## src/hdl/matrix_multiply_mod_prime_macros.svh

```systemverilog
// ----------------------------------------------------------------------------
// Assertion macros for the modular matrix multiplier
// Concurrent checks clocked on i_clk and disabled while i_rst_n is low.
// ----------------------------------------------------------------------------
`ifndef MATRIX_MULTIPLY_MOD_PRIME_MACROS_SVH
`define MATRIX_MULTIPLY_MOD_PRIME_MACROS_SVH

`ifndef ASSERT_OFF
`define MMMP_ASSERT(label, prop, msg) \
    label: assert property (@(posedge i_clk) disable iff (!i_rst_n) (prop)) else $error(msg);
`define MMMP_ASSERT_NEXT(label, ante, cons, msg) \
    label: assert property (@(posedge i_clk) disable iff (!i_rst_n) (ante) |=> (cons)) \
        else $error(msg);
`else
`define MMMP_ASSERT(label, prop, msg)
`define MMMP_ASSERT_NEXT(label, ante, cons, msg)
`endif

`endif

```

## src/hdl/mmmp_pkg.sv

```systemverilog
// ----------------------------------------------------------------------------
// mmmp_pkg
// Shared types and constants of the modular matrix multiplier.
// ----------------------------------------------------------------------------
`default_nettype none

package mmmp_pkg;

    localparam int DEF_MAX_DIM = 8;

    localparam int VALUE_W   = 30;
    localparam int DATA_W    = 32;
    localparam int CFG_W     = 4;
    localparam int CFG_IDX_W = 2;

    localparam logic [VALUE_W-1:0] MODULUS    = 30'd1000000007;
    localparam logic [31:0]        MODULUS_X2 = 32'd2000000014;
    localparam logic [31:0]        MODULUS_X3 = 32'd3000000021;

    // Barrett constant floor(2^60 / modulus); it needs 31 bits.
    localparam logic [63:0] BARRETT_MU_W = (64'd1 << 60) / {34'd0, MODULUS};
    localparam logic [30:0] BARRETT_MU   = BARRETT_MU_W[30:0];

    localparam logic [CFG_IDX_W-1:0] CFG_ROWS_OF_A  = 2'd0;
    localparam logic [CFG_IDX_W-1:0] CFG_INNER_SIZE = 2'd1;
    localparam logic [CFG_IDX_W-1:0] CFG_COLS_OF_B  = 2'd2;

    typedef enum logic [2:0] {
        ST_LOAD,
        ST_READ,
        ST_START,
        ST_WAIT,
        ST_EMIT
    } t_state;

    typedef enum logic [1:0] {
        PH_IDLE,
        PH_QUOT,
        PH_REM,
        PH_RED
    } t_mul_phase;

endpackage

`default_nettype wire

```

## src/hdl/mmmp_mod_mul.sv

```systemverilog
// ----------------------------------------------------------------------------
// mmmp_mod_mul
// Multiplier modulo the prime: one 31x31 multiplier used three times per
// request (product, Barrett quotient, quotient times modulus), then a final
// correction. The result appears with a one-cycle done pulse.
// ----------------------------------------------------------------------------
`default_nettype none
`include "matrix_multiply_mod_prime_macros.svh"

module mmmp_mod_mul (
    input  wire logic                         i_clk,
    input  wire logic                         i_rst_n,
    input  wire logic                         i_start,
    input  wire logic [mmmp_pkg::VALUE_W-1:0] i_x,
    input  wire logic [mmmp_pkg::VALUE_W-1:0] i_y,
    output logic                              o_done,
    output logic [mmmp_pkg::VALUE_W-1:0]      o_result
);
    import mmmp_pkg::*;

    t_mul_phase r_phase, n_phase;
    logic       r_done, n_done;

    logic [59:0]        r_prod;
    logic [29:0]        r_quot;
    logic [31:0]        r_rem;
    logic [VALUE_W-1:0] r_result;

    logic [30:0]        op_a, op_b;
    logic [61:0]        mul;
    logic [31:0]        rem_fixed;

    // Operand selection for the shared multiplier.
    always_comb begin
        case (r_phase)
            PH_QUOT: begin
                op_a = r_prod[59:29];
                op_b = BARRETT_MU;
            end
            PH_REM: begin
                op_a = {1'b0, r_quot};
                op_b = {1'b0, MODULUS};
            end
            default: begin
                op_a = {1'b0, i_x};
                op_b = {1'b0, i_y};
            end
        endcase
    end

    assign mul = {31'd0, op_a} * {31'd0, op_b};

    // The Barrett quotient is short by at most two, so the remainder is below
    // three times the modulus.
    always_comb begin
        if (r_rem >= MODULUS_X2) begin
            rem_fixed = r_rem - MODULUS_X2;
        end else if (r_rem >= {2'b00, MODULUS}) begin
            rem_fixed = r_rem - {2'b00, MODULUS};
        end else begin
            rem_fixed = r_rem;
        end
    end

    always_comb begin
        n_phase = r_phase;
        n_done  = 1'b0;
        unique case (r_phase)
            PH_IDLE: begin
                if (i_start) begin
                    n_phase = PH_QUOT;
                end
            end
            PH_QUOT: n_phase = PH_REM;
            PH_REM:  n_phase = PH_RED;
            PH_RED: begin
                n_phase = PH_IDLE;
                n_done  = 1'b1;
            end
            default: n_phase = PH_IDLE;
        endcase
    end

    always_ff @(posedge i_clk) begin
        if (!i_rst_n) begin
            r_phase <= PH_IDLE;
            r_done  <= 1'b0;
        end else begin
            r_phase <= n_phase;
            r_done  <= n_done;
        end
    end

    always_ff @(posedge i_clk) begin
        if (r_phase == PH_IDLE && i_start) begin
            r_prod <= mul[59:0];
        end
        if (r_phase == PH_QUOT) begin
            r_quot <= mul[60:31];
        end
        if (r_phase == PH_REM) begin
            r_rem <= r_prod[31:0] - mul[31:0];
        end
        if (r_phase == PH_RED) begin
            r_result <= rem_fixed[VALUE_W-1:0];
        end
    end

    assign o_done   = r_done;
    assign o_result = r_result;

    `MMMP_ASSERT(a_start_when_idle, !i_start || r_phase == PH_IDLE, "start while busy")
    `MMMP_ASSERT(a_rem_bound, r_phase != PH_RED || r_rem < MODULUS_X3, "remainder too large")
    `MMMP_ASSERT(a_result_reduced, !o_done || o_result < MODULUS, "result not reduced")

endmodule

`default_nettype wire

```

## config.mk

```make
export PLATFORM = sky130hd
export DESIGN_NAME = mmmp_mod_mul
export DESIGN_NICKNAME = d
export VERILOG_FILES = /design/src/hdl/mmmp_pkg.sv /design/src/hdl/mmmp_mod_mul.sv
export VERILOG_INCLUDE_DIRS = /design/src /design/src/hdl
export SDC_FILE = /design/constraint.sdc
export NUM_CORES = 2
export LEC_CHECK = 0
export ABC_AREA = 1
export BUFFER_PORTS_ARGS = -buffer_cell sky130_fd_sc_hd__buf_2
export CAP_MARGIN = 20
export CORE_MARGIN = 1.5
export CORE_UTILIZATION = 56
export CTS_CLUSTER_SIZE = 12
export DETAILED_ROUTE_END_ITERATION = 10
export GPL_TIMING_DRIVEN = 0
export PLACE_DENSITY = 0.7
export SLEW_MARGIN = 20
export SYNTH_ARGS = -nofsm -noshare
export SYNTH_HDL_FRONTEND = slang
export SYNTH_SLANG_ARGS = --single-unit
```

## constraint.sdc

```tcl
create_clock -name i_clk -period 12.8 [get_ports i_clk]
set_input_delay 1.28 -clock i_clk [delete_from_list [all_inputs] [get_ports i_clk]]
set_output_delay 1.28 -clock i_clk [all_outputs]
set_load 0.02 [all_outputs]
```

After elaboration in Yosys (flattened, before gate mapping)
Cells that the tools add are included.
{"block": "classes", "reduce_logical": 2, "shift": 0, "eq_ne": 4, "magnitude_cmp": 2, "muxes": 7, "mul": 1, "div_mod_pow": 0, "add_sub_neg": 3, "n_bitwise": 0}
{"cell": "one-hot mux 31 bit (2 select lines)", "count": 2}
{"cell": "multiplier 31 x 31 -> 61 bit", "count": 1}
{"cell": "two-way mux 30 bit", "count": 2}
{"cell": "subtractor 30 bit, second input constant", "count": 2}
{"cell": ">= comparator 32 x 30 -> 1 bit, second input constant", "count": 1}
{"cell": ">= comparator 32 x 31 -> 1 bit, second input constant", "count": 1}
{"cell": "subtractor 32 bit", "count": 1}
{"cell": "one-hot mux 2 bit (4 select lines)", "count": 1}
{"cell": "== test 2 bit, second input constant", "count": 2}
{"cell": "== test 2 x 1 -> 1 bit, second input constant", "count": 1}
{"cell": "zero test 2 bit", "count": 1}
{"cell": "two-way mux 2 bit", "count": 1}
{"cell": "!= test 2 bit, second input constant", "count": 1}
{"cell": "logical AND 1 bit", "count": 1}
{"cell": "two-way mux 1 bit", "count": 1}
{"block": "word_totals", "mem_bits_ro": 0, "inputBits": 63, "register_bits": 155, "elab_cells": 25, "latch_bits": 0, "memories": 0, "ramBits": 0, "out_inout_bits": 31}

Depth between registers and ports, before layout
{"block": "depth", "ltp_word": 4, "mapped_depth": 44, "depth_no_buf": 43}

Least setup slack after synthesis
OpenSTA, ideal clock, no wires.
{"block": "synth_path", "path_kind": "flip-flop to flip-flop", "from": "register r_phase[1]", "to": "register r_rem[31] (data pin)", "period_less_slack_ns": 9.338, "setup_ns": 0.252, "arrival_time_ns": 9.086, "setup_slack_ns": 3.462, "n_path_buf": 3, "required_time_ns": 12.548, "stages_incl_launch_ff": 44, "cell_sequence": "dfxtp_1 inv_1 ha_1 nand2_1 inv_1 buf_2 buf_1 a21oi_1 inv_1 clkbuf_1 nand2_1 fa_1 inv_1 fa_1 fa_1 inv_1 fa_1 inv_1 (+8 left out) inv_1 nand2_1 nand2_1 inv_1 nand2_1 a31o_2 xor2_1 inv_1 ha_1 nand2_1 nor4_1 nand3_1 nand3_1 nand3_1 nand2_2 nand2_1 nand3_1 nand2_1"}
{"block": "synth_via", "elab_chain_len": 4, "word_cells_on_any_way": 6, "classes_between": "1 x add/sub; 1 x mul; 2 x eq/ne; 2 x mux"}
{"item": "from (decl)", "line_no": "mmmp_mod_mul.sv:21", "source": "t_mul_phase r_phase, n_phase;"}
{"item": "from (signal assigned)", "line_no": "mmmp_mod_mul.sv:89", "source": "r_phase <= n_phase;"}
{"item": "== test 2 bit / == test 2 x 1 -> 1 bit (equally long branches)", "line_no": "mmmp_mod_mul.sv:35", "source": "case (r_phase)"}
{"item": "one-hot mux 31 bit (2 select lines)", "line_no": "mmmp_mod_mul.sv:35"}
{"item": "multiplier 31 x 31 -> 61 bit *", "line_no": "mmmp_mod_mul.sv:51", "source": "assign mul = {31'd0, op_a} * {31'd0, op_b};"}
{"item": "named net mul[18]", "line_no": "mmmp_mod_mul.sv:30", "source": "logic [61:0] mul;"}
{"item": "subtractor 32 bit *", "line_no": "mmmp_mod_mul.sv:102", "source": "r_rem <= r_prod[31:0] - mul[31:0];"}
{"item": "to (signal assigned)", "line_no": "mmmp_mod_mul.sv:102"}
{"item": "to (decl)", "line_no": "mmmp_mod_mul.sv:26", "source": "logic [31:0] r_rem;"}
Mark *: on every way through the listed nets, which the timed path passes. The rest lies on a longest branch.
A chain may end at the register's enable or synchronous reset.

Final worst setup path
Same ends and word-level chain as after synthesis.

==> impl_metrics.env <==
export IMPL_synth_top_cell_by_area="fa_1"
export IMPL_critPathMaxStageDelay_ns=0.93
export IMPL_syn_inst=4903
export IMPL_gp_congestion=1.045
export IMPL_yosysWarnings=0
export IMPL_first_pass_iters=9
export IMPL_root_buffer="clkbuf_16"
export IMPL_die_height_um=271.5
export IMPL_slew_viol_final=0
export IMPL_area_growth_pct=5.988
export IMPL_worst_slew_pin_slew_ns=1.172
export IMPL_core_area_um2=71360
export IMPL_final_antenna_net_count=0
export IMPL_period_share_pct=94.83
export IMPL_cp_required_ns=13.00
export IMPL_synth_top_area_share_pct=41.51
export IMPL_ys_types=59
export IMPL_setup_violations=0
export IMPL_cts_buffers=17
export IMPL_min_period_ns=12.14
export IMPL_tritoncts="built"
export IMPL_grt_ovfl_total=0
export IMPL_setup_worst_path_start_class="flip-flop"
export IMPL_postCtsHoldBufs=0
export IMPL_slew_headroom_pct=21.89
export IMPL_dr_first_iter_drc_count=3202
export IMPL_synth_top_flop_cell="edfxtp_1"
export IMPL_track_usage_pct=38.39
export IMPL_fin_nets=6201
export IMPL_first_global_vias=34120
export IMPL_synth_commonest_cells="nand2_1, inv_1, fa_1"
export IMPL_clkLatencyLatePin_ns=0.45
export IMPL_grt_pass1_wl_um=208500
export IMPL_initial_utilization_pct=56.57
export IMPL_hold_violations=0
export IMPL_port_buffer_count=93
export IMPL_die_area_um2=73710
export IMPL_rsz0062_at_grt="no"
export IMPL_synth_yosys_seq_area_share_pct=11.46
export IMPL_critPathMaxFanout=25
export IMPL_crit_arrival_ns=12.34
export IMPL_clk_pin_slew_ns=0.08
export IMPL_cts_sinks=155
export IMPL_postPlaceCellArea_um2=42150
export IMPL_vias_per_cell=5.661
export IMPL_drive_above_1_share_pct=5.658
export IMPL_syn_area_um2=40370
export IMPL_max_freq_mhz=82.39
export IMPL_post_cts_buffers=0
export IMPL_htreeDepth=4
export IMPL_holdWs_ns=0.5726
export IMPL_antenna_found_initial=5
export IMPL_fin_skew_ns=0.02130
export IMPL_design_area_um2=42790
export IMPL_hold_class="flip-flop to flip-flop"
export IMPL_synth_edf_count=152
export IMPL_maxCapViolCount=0
export IMPL_synthArstFlopShare_pct=0
export IMPL_drc=0
export IMPL_drt_total_wl_um=139100
export IMPL_post_cts_resized=0
export IMPL_crit_top_cell="fa_1"
export IMPL_rows=98
export IMPL_ys_ff_latch=155
export IMPL_cts_buffer_depth=2
export IMPL_vias=33910
export IMPL_yosys_top_cells_area="fa_1, nand2_1, edfxtp_1"
export IMPL_grt_max_degree=49
export IMPL_yosys_cell_count_top_type="nand2_1"
export IMPL_die_w_um=271.5
export IMPL_num_fill_cells=6701
export IMPL_fin_setup_tns_ns=0
export IMPL_end_kind="flip-flop"
export IMPL_wl_per_cell_um=23.22
export IMPL_outcome="complete, no violations"
export IMPL_dp_final_hpwl_um=118500
export IMPL_criticalPathCategory="flip-flop to flip-flop"
export IMPL_syn_avg_cell_area_um2=8.233
export IMPL_crit_path_top_delay_cell="a21oi_2"
export IMPL_num_io_pins=94
-- state kept, by name (all words and copies together), names as in the netlist --
| signal | flops |
|---|---|
| o_result | 30 |
| o_done | 1 |
| r_prod | 60 |
| r_rem | 32 |
| r_quot | 30 |
| r_phase | 2 |
-- worst paths after layout --
check | slack [ns] | depth (start not counted) | end | from
hold / removal | 0.57 | 2 | r_phase[1] | r_phase[1]
setup / recovery | 0.66 | 36 | r_rem[31] | r_phase[1]
hold reg to reg | 0.57 | 2 | r_phase[1] | r_phase[1]
setup reg to reg | 0.66 | 36 | r_rem[31] | r_phase[1]
-- metrics by stage --
stage	instances	setup slack, ns	utilization, %
floorplan	4907	3.462	-
global placement	5950	0.2070	58.91
detailed placement	5955	1.099	59.06
CTS	5987	1.063	59.94
global route	5987	0.5912	59.94
finish	5991	0.6623	59.96
-- cells by family (layout without fill, tap and decap cells) --
kind of cell / Yosys count / in the layout / share of synthesized area [%]
fa+ha+maj: 1114 / 1114 / 50.09
buf+inv: 1351 / 1481 / 12.65
other cells: 2 / 10 / 0.01860
compound gates: 313 / 313 / 4.730
flops: 155 / 155 / 11.46
simple gates: 1857 / 1857 / 18.65
xor+xnor: 111 / 111 / 2.408
-- critical path, delay by kind of cell, from the launching register on --
kind	cells	cell delay, ns
adder cells (fa/ha/maj)	11	5.15
AO/OA/AOI/OAI	5	2.49
buffers and inverters	9	2.34
AND/OR/NAND/NOR	10	1.22
flip-flops	1	0.38
XOR/XNOR	1	0.27
-- final cells by class --
cell class | instances | area (um^2) | share of cell area [%]
timing repair buffer | 98 | 540.5 | 1.263
buffer | 170 | 674.4 | 1.576
clock inverter | 15 | 203.9 | 0.4767
sequential | 155 | 4624 | 10.81
tap | 950 | 1189 | 2.778
inverter | 1181 | 4436 | 10.37
clock buffer | 17 | 425.4 | 0.9943
multi-input combinational | 3401 | 30680 | 71.71
antenna | 4 | 10.01 | 0.02339
-- metal layers --
layer	part of all wire, %	vias to the layer above	wire length (um)	global-route usage, %
met5	0.020	-	28	0
met4	7.1	4	9889	22.63
met3	10	435	14290	8.686
met2	45	1840	62110	59.67
met1	38	16890	52790	49.44
li1	-	14740	-	-
-- placed cells by master (no fill, tap or decap), types with 87 or more instances in the layout --
master	count
nand2_1	1241
inv_1	1139
fa_1	837
nor2_1	398
ha_1	274
edfxtp_1	152
clkbuf_1	137
buf_2	111
a21oi_1	104
xor2_1	87
Power is not shown: default switching activity piles up to over one toggle a cycle in this logic, so the estimate is an artifact.
